===== config.mk =====
export PLATFORM = sky130hd
export DESIGN_NAME = sobel5_grad
export DESIGN_NICKNAME = d
export VERILOG_FILES = /design/src/rtl/core/sobel5_pkg.sv /design/src/rtl/core/sobel5_grad.sv
export SDC_FILE = /design/constraint.sdc
export NUM_CORES = 1
export LEC_CHECK = 0
export BUFFER_PORTS_ARGS = -buffer_cell sky130_fd_sc_hd__buf_2
export CORE_MARGIN = 4
export CORE_UTILIZATION = 28
export CTS_CLUSTER_DIAMETER = 40
export CTS_CLUSTER_SIZE = 12
export DETAILED_ROUTE_END_ITERATION = 10
export PLACE_DENSITY = 0.49
export SYNTH_ARGS = -nofsm -noshare
export SYNTH_HDL_FRONTEND = slang
export SYNTH_SLANG_ARGS = --single-unit

===== constraint.sdc =====
create_clock -name clk -period 8.1 [get_ports clk]
set_input_delay 0.81 -clock clk [delete_from_list [all_inputs] [get_ports clk]]
set_output_delay 0.81 -clock clk [all_outputs]
set_load 0.02 [all_outputs]

===== src/rtl/core/sobel5_pkg.sv =====
`timescale 1ns / 1ps
// Shared types and constants for the 5x5 gradient-magnitude edge core.
// No dependencies; every other file in rtl/core refers to this package by scope.
package sobel5_pkg;

    localparam int KERNEL_SIZE = 5;
    localparam int LINES       = KERNEL_SIZE - 1;
    localparam int PIX_W       = 8;

    localparam int MAX_WIDTH_DEF = 512;
    localparam int MAX_HEIGHT    = 4096;
    localparam int MIN_DIM       = KERNEL_SIZE;

    // Frame geometry registers and counters
    localparam int FW_W        = 10;
    localparam int FH_W        = 13;
    localparam int COL_W       = 10;
    localparam int ROW_W       = 12;
    localparam int DIM_W       = 13;
    localparam int CFG_DATA_W  = 13;
    localparam int CFG_INDEX_W = 1;
    localparam logic [FW_W-1:0] FRAME_WIDTH_RESET  = 10'd500;
    localparam logic [FH_W-1:0] FRAME_HEIGHT_RESET = 13'd500;

    // Datapath widths
    localparam int VS_W      = 12;                 // vertical smoothing, max 10*255
    localparam int DS_W      = 11;                 // vertical derivative, +/-3*255
    localparam int SUM_W     = 14;                 // full kernel sums, +/-7650
    localparam int DIV_SHIFT = 7;                  // divide by 128
    localparam int Q_W       = SUM_W - DIV_SHIFT;
    localparam int RAD_W     = 2 * Q_W;
    localparam int ROOT_W    = RAD_W / 2;
    localparam int MAG_W     = 8;

    typedef enum logic [CFG_INDEX_W-1:0] {
        REG_FRAME_WIDTH  = 1'b0,
        REG_FRAME_HEIGHT = 1'b1
    } cfg_reg_t;

    typedef logic [PIX_W-1:0] pixel_t;
    typedef pixel_t [KERNEL_SIZE-1:0] column_t;

    typedef enum logic [1:0] {
        SQ_IDLE,
        SQ_RUN,
        SQ_DONE
    } sqrt_state_t;

    typedef struct packed {
        logic             start;
        logic             last;
        logic [RAD_W-1:0] radicand;
    } sqrt_req_t;

    typedef struct packed {
        logic              busy;
        logic              done;
        logic              last;
        logic [ROOT_W-1:0] root;
    } sqrt_rsp_t;

endpackage


===== src/rtl/core/sobel5_grad.sv =====
`timescale 1ns / 1ps
// Gradient datapath: column sums into a 5-column window, kernel sums,
// divide by 128 toward zero and sum of squares. Uses sobel5_pkg.
module sobel5_grad (
    input  logic                  clk,
    input  logic                  rst_n,
    input  logic                  col_valid,
    input  sobel5_pkg::column_t   column,
    input  logic                  emit,
    input  logic                  last,
    output sobel5_pkg::sqrt_req_t req,
    output logic                  busy
);

    localparam int K = sobel5_pkg::KERNEL_SIZE;

    // Window kept as per-column smoothing and derivative sums (kernels are separable)
    logic        [sobel5_pkg::VS_W-1:0]  vs_reg [K];
    logic signed [sobel5_pkg::DS_W-1:0]  ds_reg [K];
    logic signed [sobel5_pkg::SUM_W-1:0] sx_reg;
    logic signed [sobel5_pkg::SUM_W-1:0] sy_reg;
    logic                                s_valid_reg;
    logic                                s_last_reg;
    logic                                q_valid_reg;
    logic                                q_last_reg;

    logic        [sobel5_pkg::VS_W-1:0]  ce [K];
    logic signed [sobel5_pkg::DS_W-1:0]  de [K];
    logic        [sobel5_pkg::VS_W-1:0]  vs_new;
    logic signed [sobel5_pkg::DS_W-1:0]  ds_new;
    logic signed [sobel5_pkg::SUM_W-1:0] vx [K];
    logic signed [sobel5_pkg::SUM_W-1:0] dx [K];
    logic signed [sobel5_pkg::SUM_W-1:0] sx_next;
    logic signed [sobel5_pkg::SUM_W-1:0] sy_next;
    logic        [sobel5_pkg::SUM_W-1:0] ax;
    logic        [sobel5_pkg::SUM_W-1:0] ay;
    logic        [sobel5_pkg::Q_W-1:0]   qx;
    logic        [sobel5_pkg::Q_W-1:0]   qy;
    logic        [sobel5_pkg::RAD_W-1:0] sqx;
    logic        [sobel5_pkg::RAD_W-1:0] sqy;

    // Column sums: weights 1 2 4 2 1 and -1 -2 0 2 1 down the column
    always_comb
    begin
        for (int y = 0; y < K; y++)
        begin
            ce[y] = sobel5_pkg::VS_W'(column[y]);
            de[y] = signed'(sobel5_pkg::DS_W'(column[y]));
        end
        vs_new = ce[0] + ce[4] + ((ce[1] + ce[3]) << 1) + (ce[2] << 2);
        ds_new = (de[4] - de[0]) + ((de[3] - de[1]) <<< 1);
    end

    // Row sums across the window give the two kernel responses
    always_comb
    begin
        for (int x = 0; x < K; x++)
        begin
            vx[x] = signed'(sobel5_pkg::SUM_W'(vs_reg[x]));
            dx[x] = sobel5_pkg::SUM_W'(ds_reg[x]);
        end
        sx_next = (vx[4] - vx[0]) + ((vx[3] - vx[1]) <<< 1);
        sy_next = dx[0] + dx[4] + ((dx[1] + dx[3]) <<< 1) + (dx[2] <<< 2);
    end

    // Truncate toward zero on the magnitude, then square
    always_comb
    begin
        ax  = sx_reg[sobel5_pkg::SUM_W-1] ? sobel5_pkg::SUM_W'(-sx_reg)
                                          : sobel5_pkg::SUM_W'(sx_reg);
        ay  = sy_reg[sobel5_pkg::SUM_W-1] ? sobel5_pkg::SUM_W'(-sy_reg)
                                          : sobel5_pkg::SUM_W'(sy_reg);
        qx  = sobel5_pkg::Q_W'(ax >> sobel5_pkg::DIV_SHIFT);
        qy  = sobel5_pkg::Q_W'(ay >> sobel5_pkg::DIV_SHIFT);
        sqx = sobel5_pkg::RAD_W'(qx) * sobel5_pkg::RAD_W'(qx);
        sqy = sobel5_pkg::RAD_W'(qy) * sobel5_pkg::RAD_W'(qy);
    end

    always_ff @(posedge clk or negedge rst_n)
    begin
        if (!rst_n)
        begin
            s_valid_reg <= 1'b0;
            q_valid_reg <= 1'b0;
        end
        else
        begin
            s_valid_reg <= col_valid && emit;
            q_valid_reg <= s_valid_reg;
        end
    end

    always_ff @(posedge clk)
    begin
        if (col_valid)
        begin
            // Advance the window: newest column enters on the right
            for (int x = 0; x < K - 1; x++)
            begin
                vs_reg[x] <= vs_reg[x+1];
                ds_reg[x] <= ds_reg[x+1];
            end
            vs_reg[K-1] <= vs_new;
            ds_reg[K-1] <= ds_new;
            s_last_reg  <= last;
        end
        if (s_valid_reg)
        begin
            sx_reg     <= sx_next;
            sy_reg     <= sy_next;
            q_last_reg <= s_last_reg;
        end
    end

    // Sum of two squares of at most 59 stays well inside the radicand width
    assign req.start    = q_valid_reg;
    assign req.last     = q_last_reg;
    assign req.radicand = sqx + sqy;
    assign busy         = s_valid_reg || q_valid_reg;

endmodule


==> metrics.md <==
| Metric | Value |
|---|---|
| Outcome | `complete, no violations` |
| CP cell instances | `or4_1, or4_4, nor3_4, buf_6, or2b_4, xor2_2, fa_1, fa_1, fa_1, inv_1, fa_1, inv_1, fa_1, fa_1, inv_1, ha_4, a21o_1, a21o_1, a21oi_2, o21ai_2, or4_4, nand3_2, buf_6` |
| Maxcap violations | `0` |
| Final slew viol count | `0` |
| H-tree depth | `4` |
| Share of the yosys chip area belonging to registers | `0.335` |
| Share of flip-flops with an asynchronous set or reset | `0.0142` |
| Final hold vios | `0` |
| GP Congestion | `0.837` |
| Least-Margin Pin Slew | `0.876 ns` |
| Slowest cell delay on critical path | `0.59 ns` |
| Routed WL | `23.9 mm` |
| Gr ovfl total | `0` |
| Global-route wire length before repair | `39.9 mm` |
| Ports | `just over 60` |
| Avg WL per Cell | `12.6 microns` |
| Synth top area cells | `edfxtp_1 33%, ha_1 15%, fa_1 15%` |
| Syn Inst Count | `1201` |
| CTS Buffer Depth | `2` |
| CP required | `roughly 7.3 ns` |
| Number of synthesis warnings | `0` |
| CTS tree | `done` |
| Final setup viols | `0` |
| Skew final | `~0.012 ns` |
| Share of layout cells above drive strength 1 | `0.103` |
| Share of the synthesized area in the top cell type | `0.331` |
| Die height | `220 microns` |
| Starting Density | `0.284` |
| Routed vias | `8189` |
| Die W | `220 microns` |
| Primary FF master, synth | `edfxtp_1` |
| Total GRT Usage | `0.101` |
| Post-synth EDFFs | `139` |
| Setup WS pre-CTS | `0.202 ns` |
| Hold_buf cts | `0` |
| Synth area leader | `edfxtp_1` |
| Fmax | `between 100 and 150 MHz` |
| Fin worst setup slack | `around 0.26 ns` |
| Hold WC Path Type | `input port to async pin` |
| Met1 Resource Use GR | `0.141` |
| DR iter-0 viols | `~260` |
| Crit path capture type | `output port` |
| Most Crowded Layer GR | `met2` |
| Drt drc | `0` |
| Clk sink count | `around 140` |
| Hold Slack | `about 0.16 ns` |
| GR Layer Usage met3 | `0.0135` |
| Pre-antenna DRT Iters | `5` |
| Critical path fanouts, max | `8` |
| #FFs+latches synth | `141` |
| Crit path buffers/inverters | `5` |
| CP dominant cell by count | `fa_1` |
| Total CTS buffers | `17` |
| GRT met2 Usage | `0.166` |
| Post-route clock period utilization | `0.967` |
| Hpwl dp | `19.5 mm` |
| Largest net degree at the start of global routing | `72` |
| Nets | `1579` |
| Post-Syn Area per Cell | `about 11 sq um` |
| Clock slew at reported path FFs | `about 0.06 ns` |
| Worst path top cell family by delay | `adder cells` |
| Clk root buf | `clkbuf_16` |
| Core ar. | `between 40000 and 50000 sq um` |
| Most common cell in the synthesized netlist | `inv_1` |
| Post-synthesis cell type count | `70` |
| Port Buf Inserts | `61` |
| Crit Path Category | `flop to output port` |
| Die Footprint | `approximately 49000 sq um` |
| Slew margin rel. | `0.401` |
| Crit path time final | `between 7 and 8 ns` |
| Slowest cell on the critical path | `or4_4` |
| Area growth syn-to-layout | `13.6%` |
| Via/cell ratio | `approximately 4.3` |
| Antenna Diode Count | `0` |
| Clock latency at the later pin of the worst-skew pair | `0.43 ns` |
| Mapped cell area | `12600 sq um` |
| Initial antenna violation count | `0` |
| Post-route ant nets | `0` |
| Arr. time, crit path | `between 7 and 8 ns` |
| Critical path launch point type | `flop` |
| Vias in the first global route | `8184` |
| Synth top cells by count | `232 x inv_1, 154 x ha_1, 139 x edfxtp_1` |
| Row count | `77` |
[worst paths after layout]
check                             startpoint      endpoint  slack (ns)  cells after the start
min in group clk                vs_reg[2][5]  vs_reg[1][5]        0.42                      0
worst min register to register  vs_reg[2][5]  vs_reg[1][5]        0.42                      0
worst min-delay path                   rst_n   q_valid_reg        0.16                      1
max in group asynchronous              rst_n   s_valid_reg        7.85                      1
worst max-delay path               sx_reg[2]       req[12]        0.26                     23
worst max register to register  ds_reg[3][0]    sy_reg[12]        2.92                     15
[metrics by stage]
| step | cell area (sq um) | std cells | util | setup TNS, ns |
|---|---|---|---|---|
| detailed placement | 13600 | 1852 | 0.307 | 0 |
| global placement | 13600 | 1852 | 0.307 | 0 |
| floorplan | 12700 | 1214 | - | 0 |
| CTS | 14200 | 1882 | 0.320 | 0 |
| finish | 14300 | 1887 | 0.323 | 0 |
| global route | 14300 | 1887 | 0.323 | -0.0105 |
[timing repair]
action / in CTS / in global routing
buffers inserted: 0 / 5
pin swaps: 0 / 14
gates resized for setup: 4 / 23
setup endpoints to repair: 2 / 2
[kinds of logic after synthesis]
| logic type | count (synthesis) | synth area share |
|---|---|---|
| xor gates and xnor gates | 106 | 0.0735 |
| DFF | 141 | 0.335 |
| AOI/OAI and AO/OA | 216 | 0.110 |
| muxes | 4 | 0.00327 |
| adders and majority gates | 251 | 0.306 |
| other | 2 | 0.000595 |
| and+or+nand+nor | 229 | 0.0936 |
| buffers and inverters | 252 | 0.0783 |
[metal layers]
layer  share of wire  up-vias  wire length (microns)
met5               0        -                      0
met2            0.45      115                  10700
met3           0.032       18                    759
li1                -     4206                      -
met4           0.012        0                    294
met1            0.51     3850                  12100
[area by class of cell]
type / count / area (sq um)
multi-input combinational: 821 / 7570
clock buffer: 17 / 425
sequential: 141 / 4220
inverter: 232 / 871
clock inverter: 13 / 116
fill: 4508 / 30100
timing repair buffer: 71 / 395
tap: 592 / 741
[cell usage in the layout (no fill, tap or decap), types with 10 or more instances in the layout]
cell type and instances:
nand3_1 10, ha_1 151, a21o_1 22, nand2b_1 15
conb_1 15, xor2_1 31, o21a_1 14, o21ai_0 47
inv_1 232, clkbuf_16 17, edfxtp_1 139, nor2b_1 23
fa_1 96, a21oi_1 52, nor2_1 56, nor3_1 13
xnor2_1 74, buf_4 11, nand2_1 54, buf_2 58
Power is left out: the tool's default activity adds up to more than one toggle a clock period on the data nets, which glitch-free logic cannot reach.
