==> config.mk <==
export PLATFORM = sky130hd
export DESIGN_NAME = sobel5_isqrt
export DESIGN_NICKNAME = d
export VERILOG_FILES = /design/src/rtl/core/sobel5_pkg.sv /design/src/rtl/core/sobel5_isqrt.sv
export SDC_FILE = /design/constraint.sdc
export NUM_CORES = 1
export LEC_CHECK = 0
export BUFFER_PORTS_ARGS = -buffer_cell sky130_fd_sc_hd__buf_2
export CAP_MARGIN = 5
export CORE_MARGIN = 2
export CORE_UTILIZATION = 45
export CTS_BUF_LIST = sky130_fd_sc_hd__clkbuf_4 sky130_fd_sc_hd__clkbuf_8 sky130_fd_sc_hd__clkbuf_16
export DETAILED_ROUTE_END_ITERATION = 10
export PLACE_DENSITY = 0.66
export SKIP_LAST_GASP = 1
export SLEW_MARGIN = 20
export SYNTH_ARGS = -nofsm -noshare
export SYNTH_HDL_FRONTEND = slang
export SYNTH_SLANG_ARGS = --single-unit
==> constraint.sdc <==
create_clock -name clk -period 3.1 [get_ports clk]
set_input_delay 0.155 -clock clk [delete_from_list [all_inputs] [get_ports clk]]
set_output_delay 0.155 -clock clk [all_outputs]
set_load 0.05 [all_outputs]
==> src/rtl/core/sobel5_pkg.sv <==
`timescale 1ns / 1ps
// Shared types and constants for the 5x5 gradient-magnitude edge core.
// No dependencies; every other file in rtl/core refers to this package by scope.
package sobel5_pkg;

    localparam int KERNEL_SIZE = 5;
    localparam int LINES       = KERNEL_SIZE - 1;
    localparam int PIX_W       = 8;

    localparam int MAX_WIDTH_DEF = 512;
    localparam int MAX_HEIGHT    = 4096;
    localparam int MIN_DIM       = KERNEL_SIZE;

    // Frame geometry registers and counters
    localparam int FW_W        = 10;
    localparam int FH_W        = 13;
    localparam int COL_W       = 10;
    localparam int ROW_W       = 12;
    localparam int DIM_W       = 13;
    localparam int CFG_DATA_W  = 13;
    localparam int CFG_INDEX_W = 1;
    localparam logic [FW_W-1:0] FRAME_WIDTH_RESET  = 10'd500;
    localparam logic [FH_W-1:0] FRAME_HEIGHT_RESET = 13'd500;

    // Datapath widths
    localparam int VS_W      = 12;                 // vertical smoothing, max 10*255
    localparam int DS_W      = 11;                 // vertical derivative, +/-3*255
    localparam int SUM_W     = 14;                 // full kernel sums, +/-7650
    localparam int DIV_SHIFT = 7;                  // divide by 128
    localparam int Q_W       = SUM_W - DIV_SHIFT;
    localparam int RAD_W     = 2 * Q_W;
    localparam int ROOT_W    = RAD_W / 2;
    localparam int MAG_W     = 8;

    typedef enum logic [CFG_INDEX_W-1:0] {
        REG_FRAME_WIDTH  = 1'b0,
        REG_FRAME_HEIGHT = 1'b1
    } cfg_reg_t;

    typedef logic [PIX_W-1:0] pixel_t;
    typedef pixel_t [KERNEL_SIZE-1:0] column_t;

    typedef enum logic [1:0] {
        SQ_IDLE,
        SQ_RUN,
        SQ_DONE
    } sqrt_state_t;

    typedef struct packed {
        logic             start;
        logic             last;
        logic [RAD_W-1:0] radicand;
    } sqrt_req_t;

    typedef struct packed {
        logic              busy;
        logic              done;
        logic              last;
        logic [ROOT_W-1:0] root;
    } sqrt_rsp_t;

endpackage

==> src/rtl/core/sobel5_isqrt.sv <==
`timescale 1ns / 1ps
// Iterative integer square root, two radicand bits per cycle, result held
// until taken. Uses sobel5_pkg for widths, request/response structs and states.
module sobel5_isqrt (
    input  logic                  clk,
    input  logic                  rst_n,
    input  sobel5_pkg::sqrt_req_t req,
    input  logic                  take,
    output sobel5_pkg::sqrt_rsp_t rsp
);

    localparam int RAD_W  = sobel5_pkg::RAD_W;
    localparam int ROOT_W = sobel5_pkg::ROOT_W;
    localparam int REM_W  = ROOT_W + 2;
    localparam int STEP_W = $clog2(ROOT_W);

    sobel5_pkg::sqrt_state_t state_reg;
    sobel5_pkg::sqrt_state_t state_next;

    logic [RAD_W-1:0]  rad_reg;
    logic [REM_W-1:0]  rem_reg;
    logic [ROOT_W-1:0] root_reg;
    logic [STEP_W-1:0] step_reg;
    logic              last_reg;

    logic [REM_W-1:0]  rem_sh;
    logic [REM_W-1:0]  trial;
    logic              fits;

    always_ff @(posedge clk or negedge rst_n)
    begin
        if (!rst_n)
        begin
            state_reg <= sobel5_pkg::SQ_IDLE;
        end
        else
        begin
            state_reg <= state_next;
        end
    end

    always_comb
    begin
        state_next = state_reg;
        rsp.busy   = 1'b1;
        rsp.done   = 1'b0;
        rsp.last   = last_reg;
        rsp.root   = root_reg;
        case (state_reg)
            sobel5_pkg::SQ_IDLE:
            begin
                rsp.busy = 1'b0;
                if (req.start)
                begin
                    state_next = sobel5_pkg::SQ_RUN;
                end
            end
            sobel5_pkg::SQ_RUN:
            begin
                if (step_reg == '0)
                begin
                    state_next = sobel5_pkg::SQ_DONE;
                end
            end
            sobel5_pkg::SQ_DONE:
            begin
                rsp.done = 1'b1;
                if (take)
                begin
                    state_next = sobel5_pkg::SQ_IDLE;
                end
            end
            default:
            begin
                state_next = sobel5_pkg::SQ_IDLE;
            end
        endcase
    end

    // One restoring step: bring down two bits, try root*4+1
    always_comb
    begin
        rem_sh = {rem_reg[REM_W-3:0], rad_reg[RAD_W-1 -: 2]};
        trial  = {root_reg, 2'b01};
        fits   = rem_sh >= trial;
    end

    always_ff @(posedge clk)
    begin
        if (req.start && state_reg == sobel5_pkg::SQ_IDLE)
        begin
            rad_reg  <= req.radicand;
            rem_reg  <= '0;
            root_reg <= '0;
            step_reg <= STEP_W'(ROOT_W - 1);
            last_reg <= req.last;
        end
        else if (state_reg == sobel5_pkg::SQ_RUN)
        begin
            rad_reg  <= rad_reg << 2;
            rem_reg  <= fits ? rem_sh - trial : rem_sh;
            root_reg <= {root_reg[ROOT_W-2:0], fits};
            step_reg <= step_reg - 1'b1;
        end
    end

`ifndef SYNTH
    // The front end must hold new work while a root is in progress or unread.
    a_start_when_idle: assert property (@(posedge clk) disable iff (!rst_n)
        req.start |-> state_reg == sobel5_pkg::SQ_IDLE)
        else $error("square root started while busy");
`endif

endmodule

==> impl_metrics.ini, run 1 <==
[route]
drt-pass1-iter-count = 4
via_total_after_detailed_routing = 1206
drc = 0
detailedRoute.firstIterationViolations = 40
detail-route-antenna-nets = 0
totalWireLength_um = 3200
drt-vias-per-instance = 5.15
routedWlPerCell_um = 13.7

[die]
initial_utilization = 0.464
die_w_um = 65.2
core.rowCount = 22
die_h_um = 65.2
pin_count = 29
die-area_um2 = 4250
core_area_um2 = 3630

[clock_network]
clock_tree.htree_level_count = 2
clk_pin_slew_ps = 70
maximum_buffer_depth_of_the_clock_tree = 2
ctsRootBufferMaster = clkbuf_8
cts_inserted_buffers = 5
clock_tree_from_tritoncts = built
clkLatencyLatePin_ps = 280
post_cts.resized_instances = 0
cts_sinks = 34

[yosys]
area_contributors_post_synth = edfxtp_1 (27%), dfxtp_1 (20%), ha_1 (8.2%)
synth-adder-area-share = 0.0817
synthesis.nets = 183
synthMuxAreaShare = 0.116
post-synth-top-area-cell = edfxtp_1
synth_compound_area_frac = 0.122
synth_ff_type = dfxtp_1
synth_top_family_by_area = compound AO/OA/AOI/OAI gates
synth_simple_gate_area_frac = 0.108
synth_edf_count = 15
ys_seq_elements = 34
synthesis.area_um2 = 1690
synth.distinct_cells = 37
number_of_warning_messages_in_the_yosys_log = 0
synth_async_sr_flop_share = 0.0588
postSynthAreaPerCell_um2 = 11.0
post_synth_inst_count = 153
synth.cells.most_frequent = dfxtp_1 (17), inv_1 (17), edfxtp_1 (15)
synth_largest_type_area_fraction = 0.267
proportion_of_synthesized_chip_area_in_sequential_cells = 0.499
synth_xor_area_frac = 0.0208

[global_routing]
gr-usage-all-layers = 0.168
grt_util_met3 = 0.0634
via_count_of_the_first_global_routing_pass = 1167
grt_use_met2 = 0.274
grt_antenna_before_repair = 0
globalRouteMet1Util = 0.205
grt_overflow = 0
grt_start_max_net_pins = 22
grt_first_pass_wirelength_um = 5380
grt-busiest-layer = met2

[cells_and_area]
area_growth_pct = 16.9
largest_register_ffs = 14
post_layout_nonfiller_instances = 234
antenna_cells = 0
num-nets-final = 215
drive_gt1_frac = 0.290
final_area_um2 = 1970
postLayoutCoreUtil = 0.542

[critical_path]
cell_by_cell_trace_of_the_critical_path = inv_1, ha_1, nand4_2, or3_4, o211ai_4, mux2i_1, a22o_1
worst_ep_required_time_ps = 3280
max_stage_delay_ps = 420
arrival_ps = 2210
worst-setup-path-type = reg2reg
maximum_net_fanout_on_the_critical_path = 10
critical_path_top_delay_cell = or3_4
crit_buf_inv = 1
critical_path.top_delay_family = simple AND/OR/NAND/NOR gates
worst_setup_path_end_kind = flop
cp-start-kind = flop

[sta]
fmax_mhz = 492
unrepaired_setup_endpoints_after_global_routing = no
least_margin_pin_slew_ps = 716
skew_ps = 6.20
setup-tns-final_ps = 0
report.final.hold_viol_count = 0
slew_violations = 0
post-route-period-util = 0.656
slew_headroom = 0.522
final-setup-viol-count = 0
min_period_ps = 2030

[place]
placed_cells = 225
dpl_cell_area_um2 = 1870
place_hpwl_um = 2390
numPortBuffers = 28
place.gp.congestion = 0.807

[hold_path]
timing.hold.worst.class = in2reg

[status]
outcome = finished, final reports clean

[run]
max-cap-violations = 0
-- layer usage --
metal / wire [µm] / up-vias
met3: 168 / 2
met5: 0 / -
met1: 1390 / 560
met4: 19 / 0
met2: 1620 / 32
li1: - / 612
-- kinds of logic after synthesis --
| kind of cell | Yosys count |
|---|---|
| flops | 34 |
| fa+ha+maj | 11 |
| xor+xnor | 4 |
| compound gates | 30 |
| buf+inv | 22 |
| simple gates | 34 |
| mux | 18 |
-- final timing paths --
check,from,to,slack [ps],cells past startpoint
setup / recovery,root_reg[4]$_SDFFE_PP0P_,rem_reg[1]$_SDFFE_PP0P_,1070,7
hold / removal,req[14],last_reg$_DFFE_PP_,50,1
setup reg to reg,root_reg[4]$_SDFFE_PP0P_,rem_reg[1]$_SDFFE_PP0P_,1070,7
hold reg to reg,rem_reg[5]$_SDFFE_PP0P_,rem_reg[5]$_SDFFE_PP0P_,460,2
max in group asynchronous,rst_n,state_reg[1]$_DFFE_PN0P_,2800,2
min in group asynchronous,rst_n,state_reg[0]$_DFFE_PN0P_,200,2
-- metrics by stage --
stage	worst slack (ps)	hold WS (ps)
detailed placement	1060	-52.2
floorplan	844	-141
finish	1070	52.9
CTS	1050	42.4
global route	921	48.8
global placement	1150	-60.5
-- area by class of cell --
cell class | instances | area [µm²]
clock buffer | 7 | 90.1
clock inverter | 1 | 5.00
fill | 328 | 1660
inverter | 18 | 67.6
multi-input combinational | 97 | 757
sequential | 34 | 841
tap | 48 | 60.1
timing repair buffer | 29 | 150
-- repair_timing --
item | 4_1_cts | 5_1_grt
buffers inserted | 0 | 0
setup endpoints to repair | 0 | 0
hold endpoints to repair | 2 | 0
hold buffers | 1 | 0
-- cells in the final DEF (no fill, tap or decap) --
cell	count
o211ai_4	1
o21a_1	2
o2111a_1	1
inv_1	17
nor2_2	1
o2111ai_1	1
dfxtp_1	17
mux2i_1	6
o31ai_1	1
o22ai_1	7
mux2_2	12
clkbuf_8	6
a22o_1	2
xor2_1	1
clkinv_2	1
dfrtp_1	2
nor4_1	1
nand2b_1	2
dlygate4sd3_1	1
nor2_1	6
ha_1	11
xnor2_1	3
nand2_1	8
a22oi_1	2
clkinv_1	1
nand4_2	1
or2_2	2
nor2b_1	3
edfxtp_1	15
clkbuf_4	1
a31oi_1	1
buf_2	28
nor3_1	3
o21ai_0	7
and3_1	2
and2_1	2
nand3_1	2
a21oi_1	5
or3_4	1
Power of run 1 is left out: the tool's default activity adds up to more than one toggle a clock period on the data nets, which glitch-free logic cannot reach.
==> run 2: changes to the inputs <==
--- a/config.mk
+++ b/config.mk
@@ -11,7 +11,7 @@
 export CORE_UTILIZATION = 45
 export CTS_BUF_LIST = sky130_fd_sc_hd__clkbuf_4 sky130_fd_sc_hd__clkbuf_8 sky130_fd_sc_hd__clkbuf_16
 export DETAILED_ROUTE_END_ITERATION = 10
-export PLACE_DENSITY = 0.66
+export PLACE_DENSITY = 0.69
 export SKIP_LAST_GASP = 1
 export SLEW_MARGIN = 20
 export SYNTH_ARGS = -nofsm -noshare
==> constraint.sdc (replaced) <==
create_clock -name clk -period 1.83 [get_ports clk]
set_input_delay 0.0915 -clock clk [delete_from_list [all_inputs] [get_ports clk]]
set_output_delay 0.0915 -clock clk [all_outputs]
set_load 0.05 [all_outputs]
==> run 2 against run 1 <==
Against the previous run: register-to-register slack got worse by 1000 ps; final area up 14%; sequential cell count unchanged; critical path depth stayed put; core utilization increased by 7.6 points; die area is the same; critical endpoint is now rem_reg[3]$_SDFFE_PP0P_; critical path type unchanged; first-iteration DRC count rose by 35%; cell count rose by 6.0%; via count increased by 8.2%.
==> impl_metrics.ini, run 2 (synthesized netlist as in run 1, its figures left out) <==
[status]
outcome = finished, final reports clean

[place]
place.gp.congestion = 0.779
pre_cts_slack_ps = 6.93
numPortBuffers = 28
placed_cells = 232
place_hpwl_um = 2460

[cells_and_area]
antenna_cells = 0
postLayoutCoreUtil = 0.618
most_common_cell_after_layout_fill_and_taps_aside = buf_2
num-nets-final = 229
largest_register_ffs = 14
drive_gt1_frac = 0.445
post_layout_nonfiller_instances = 248
layout_common_cells = buf_2 (28), edfxtp_1 (15), inv_1 (12), mux2_2 (12), buf_4 (11)
area_growth_pct = 33.3

[critical_path]
cp-start-kind = flop
maximum_net_fanout_on_the_critical_path = 5
arrival_ps = 1940
worst_setup_path_end_kind = flop
worst-setup-path-type = reg2reg
worst_ep_required_time_ps = 2000

[route]
drt-vias-per-instance = 5.26
drt-pass1-iter-count = 6
via_total_after_detailed_routing = 1305
detail-route-antenna-nets = 0
drc = 0
totalWireLength_um = 3400
detailedRoute.firstIterationViolations = 54
routedWlPerCell_um = 13.7

[sta]
skew_ps = 4.61
setup-tns-final_ps = 0
unrepaired_setup_endpoints_after_global_routing = yes
slew_headroom = 0.667
slew_violations = 0
post-route-period-util = 0.969
fmax_mhz = 564
min_period_ps = 1770
worst_slack_ps = 56.4
final-setup-viol-count = 0
least_margin_pin_slew_ps = 499
report.final.hold_viol_count = 0

[die]
die-area_um2 = 4250
initial_utilization = 0.464
core.rowCount = 22
die_h_um = 65.2
pin_count = 29
core_area_um2 = 3630
die_w_um = 65.2

[run]
max-cap-violations = 0

[clock_network]
maximum_buffer_depth_of_the_clock_tree = 2
clk_pin_slew_ps = 70
ctsRootBufferMaster = clkbuf_8
cts_inserted_buffers = 5
cts_sinks = 34
clock_tree.htree_level_count = 2
clock_tree_from_tritoncts = built
clkLatencyLatePin_ps = 290

[global_routing]
grt_start_max_net_pins = 18
via_count_of_the_first_global_routing_pass = 1258
grt_first_pass_wirelength_um = 5560
grt_overflow = 0
grt_antenna_before_repair = 0
gr-usage-all-layers = 0.174

[hold_path]
timing.hold.worst.class = in2reg
## run 2: cell count changes in the layout (fill, tap and decap cells not counted), sizes merged
| cell | change |
|---|---|
| buf | +12 |
| clkinv | -1 |
| clkinvlp | +1 |
| dlygate4sd3 | +1 |
| o211ai | +1 |
## run 2: per-layer routing
metal,vias to the layer above,part of all wire,global-route usage
met1,611,0.41,0.190
li1,649,-,-
met4,0,0.021,0.0885
met2,35,0.53,0.306
met5,-,0,0
met3,10,0.039,0.0514
## run 2: critical path: stages (launching register included)
cell      delay (ps)
dfxtp_4          360
inv_4             40
ha_4             280
nand4_4          100
or3_4            410
o211ai_4         150
mux2i_1          250
o21ai_1           80
## run 2: worst paths after layout
kind	end	from	cells after the start	slack, ps
worst max-delay path	rem_reg[3]$_SDFFE_PP0P_	root_reg[6]$_SDFFE_PP0P_	7	60
min in group asynchronous	state_reg[0]$_DFFE_PN0P_	rst_n	2	120
worst min register to register	step_reg[0]$_SDFFE_PP0P_	step_reg[0]$_SDFFE_PP0P_	1	480
max in group asynchronous	state_reg[1]$_DFFE_PN0P_	rst_n	2	1610
worst max register to register	rem_reg[3]$_SDFFE_PP0P_	root_reg[6]$_SDFFE_PP0P_	7	60
worst min-delay path	rad_reg[0]$_SDFFCE_PN0P_	req[0]	2	80
## run 2: per-stage QoR
step | area [µm²] | hold WS, ps
2_1_floorplan | 1830 | -204
3_3_place_gp | 2070 | -124
3_5_place_dp | 2070 | -118
4_1_cts | 2180 | 75.2
5_1_grt | 2250 | 79.5
6_report | 2250 | 78.0
## run 2: final cells by class
| type | instances | area, µm² |
|---|---|---|
| clock buffers | 7 | 83.8 |
| repair buffers | 42 | 263 |
| well taps | 48 | 60.1 |
| fillers | 301 | 1390 |
| multi-input cells | 98 | 888 |
| clock inverters | 1 | 7.51 |
| inverters | 18 | 77.6 |
| flip-flops and latches | 34 | 867 |
## run 2: what timing repair did
| item | in CTS | in global routing |
|---|---|---|
| buffers inserted | 0 | 5 |
| endpoints found under the hold margin | 3 | 0 |
| endpoints found under the setup margin | 0 | 7 |
| hold buffers | 2 | 0 |
| gates resized for setup | 0 | 4 |
Power of run 2 is left out for the same reason.
==> run 3: changes to the inputs <==
--- a/config.mk
+++ b/config.mk
@@ -11,9 +11,10 @@
 export CORE_UTILIZATION = 45
 export CTS_BUF_LIST = sky130_fd_sc_hd__clkbuf_4 sky130_fd_sc_hd__clkbuf_8 sky130_fd_sc_hd__clkbuf_16
 export DETAILED_ROUTE_END_ITERATION = 10
-export PLACE_DENSITY = 0.69
+export PLACE_DENSITY = 0.67
 export SKIP_LAST_GASP = 1
 export SLEW_MARGIN = 20
 export SYNTH_ARGS = -nofsm -noshare
 export SYNTH_HDL_FRONTEND = slang
 export SYNTH_SLANG_ARGS = --single-unit
+export TNS_END_PERCENT = 5
==> run 3 against run 2 <==
Against the previous run: sequential cell count unchanged; clock skew about the same; worst hold slack better by 8.8 ps; worst setup slack better by 7.8 ps; register-to-register slack about the same; via count down 2.7%; non-clock buffer count down 2; sequential share of layout area up 0.30 points; critical endpoint is now rem_reg[4]$_SDFFE_PP0P_.
==> impl_metrics.ini, run 3 (synthesized netlist as in run 1, its figures left out) <==
[status]
outcome = finished, final reports clean

[cells_and_area]
num-nets-final = 227
largest_register_ffs = 14
drive_gt1_frac = 0.434
antenna_cells = 0
most_common_cell_after_layout_fill_and_taps_aside = buf_2
layout_common_cells = buf_2 (28), edfxtp_1 (15), inv_1 (12), mux2_2 (12), dfxtp_1 (10)
area_growth_pct = 32.3
postLayoutCoreUtil = 0.614
post_layout_nonfiller_instances = 246
n_fill_cell = 330

[hold_path]
hold_depth = 2
timing.hold.worst.class = in2reg

[global_routing]
grt_first_pass_wirelength_um = 5480
grt_start_max_net_pins = 18
grt_overflow = 0
gr-usage-all-layers = 0.175
via_count_of_the_first_global_routing_pass = 1257
grt_antenna_before_repair = 0

[place]
place.gp.congestion = 0.791
placed_cells = 232
place_hpwl_um = 2500
numPortBuffers = 28

[sta]
setup-tns-final_ps = 0
skew_ps = 4.53
final-setup-viol-count = 0
least_margin_pin_slew_ps = 552
report.final.hold_viol_count = 0
min_period_ps = 1770
holdWs_ps = 86.8
slew_headroom = 0.632
fmax_mhz = 566
unrepaired_setup_endpoints_after_global_routing = yes
slew_violations = 0
post-route-period-util = 0.965

[die]
pin_count = 29
die_w_um = 65.2
die-area_um2 = 4250
initial_utilization = 0.464
core_area_um2 = 3630
die_h_um = 65.2
core.rowCount = 22

[critical_path]
timing.reg2reg.worst_path_depth = 7
arrival_ps = 1930
worst_setup_path_end_kind = flop
worst-setup-path-type = reg2reg
worst_ep_required_time_ps = 1990
maximum_net_fanout_on_the_critical_path = 5
cp-start-kind = flop

[clock_network]
clk_pin_slew_ps = 70
maximum_buffer_depth_of_the_clock_tree = 2
ctsRootBufferMaster = clkbuf_8
clock_tree_from_tritoncts = built
cts_inserted_buffers = 5
clock_tree.htree_level_count = 2
cts_sinks = 34
clkLatencyLatePin_ps = 290

[route]
via_total_after_detailed_routing = 1270
drc = 0
detail-route-antenna-nets = 0
drt-pass1-iter-count = 4
detailedRoute.firstIterationViolations = 36
drt-vias-per-instance = 5.16
totalWireLength_um = 3410
routedWlPerCell_um = 13.9

[run]
max-cap-violations = 0
==> run 3: layer usage <==
layer / track usage / wire [µm]
met3: 0.0497 / 137
met5: 0 / 0
met4: 0.0859 / 65
met1: 0.192 / 1400
met2: 0.307 / 1810
==> run 3: per-stage QoR <==
step	cell area (µm²)	setup slack, ps
floorplan	1820	-15.2
global placement	2070	47.9
detailed placement	2070	0.0754
CTS	2180	-10.7
global route	2230	-36.2
finish	2230	64.1
==> run 3: what timing repair did <==
| item | 4_1_cts | 5_1_grt |
|---|---|---|
| endpoints found under the hold margin | 3 | 0 |
| hold buffers | 2 | 0 |
| cloned | 0 | 1 |
| gates resized for setup | 0 | 5 |
| setup buffers | 0 | 3 |
| setup endpoints to repair | 5 | 7 |
| pin swaps | 1 | 4 |
==> run 3: path summary, 6_finish.rpt <==
path | from | end | slack (ps)
min in group asynchronous | rst_n | state_reg[1]$_DFFE_PN0P_ | 120
worst min register to register | rem_reg[5]$_SDFFE_PP0P_ | rem_reg[5]$_SDFFE_PP0P_ | 490
worst max register to register | root_reg[4]$_SDFFE_PP0P_ | rem_reg[4]$_SDFFE_PP0P_ | 60
max in group asynchronous | rst_n | state_reg[0]$_DFFE_PN0P_ | 1610
worst max-delay path | root_reg[4]$_SDFFE_PP0P_ | rem_reg[4]$_SDFFE_PP0P_ | 60
worst min-delay path | req[0] | rad_reg[0]$_SDFFCE_PN0P_ | 90
==> run 3: critical path: stages (launching register included) <==
cell	delay, ps
dfxtp_4	360
inv_4	40
ha_4	280
nand4_4	90
or3_4	400
o211ai_4	150
mux2i_1	250
o21ai_1	70
==> run 3: area by class of cell <==
cell class              count  area (µm²)  share of cell area
flip-flops and latches     34         867               0.389
repair buffers             40         248               0.111
clock buffers               7        90.1              0.0404
clock inverters             1        5.00             0.00224
well taps                  48        60.1              0.0269
inverters                  18        77.6              0.0348
multi-input cells          98         882               0.396
Power of run 3 is left out for the same reason.
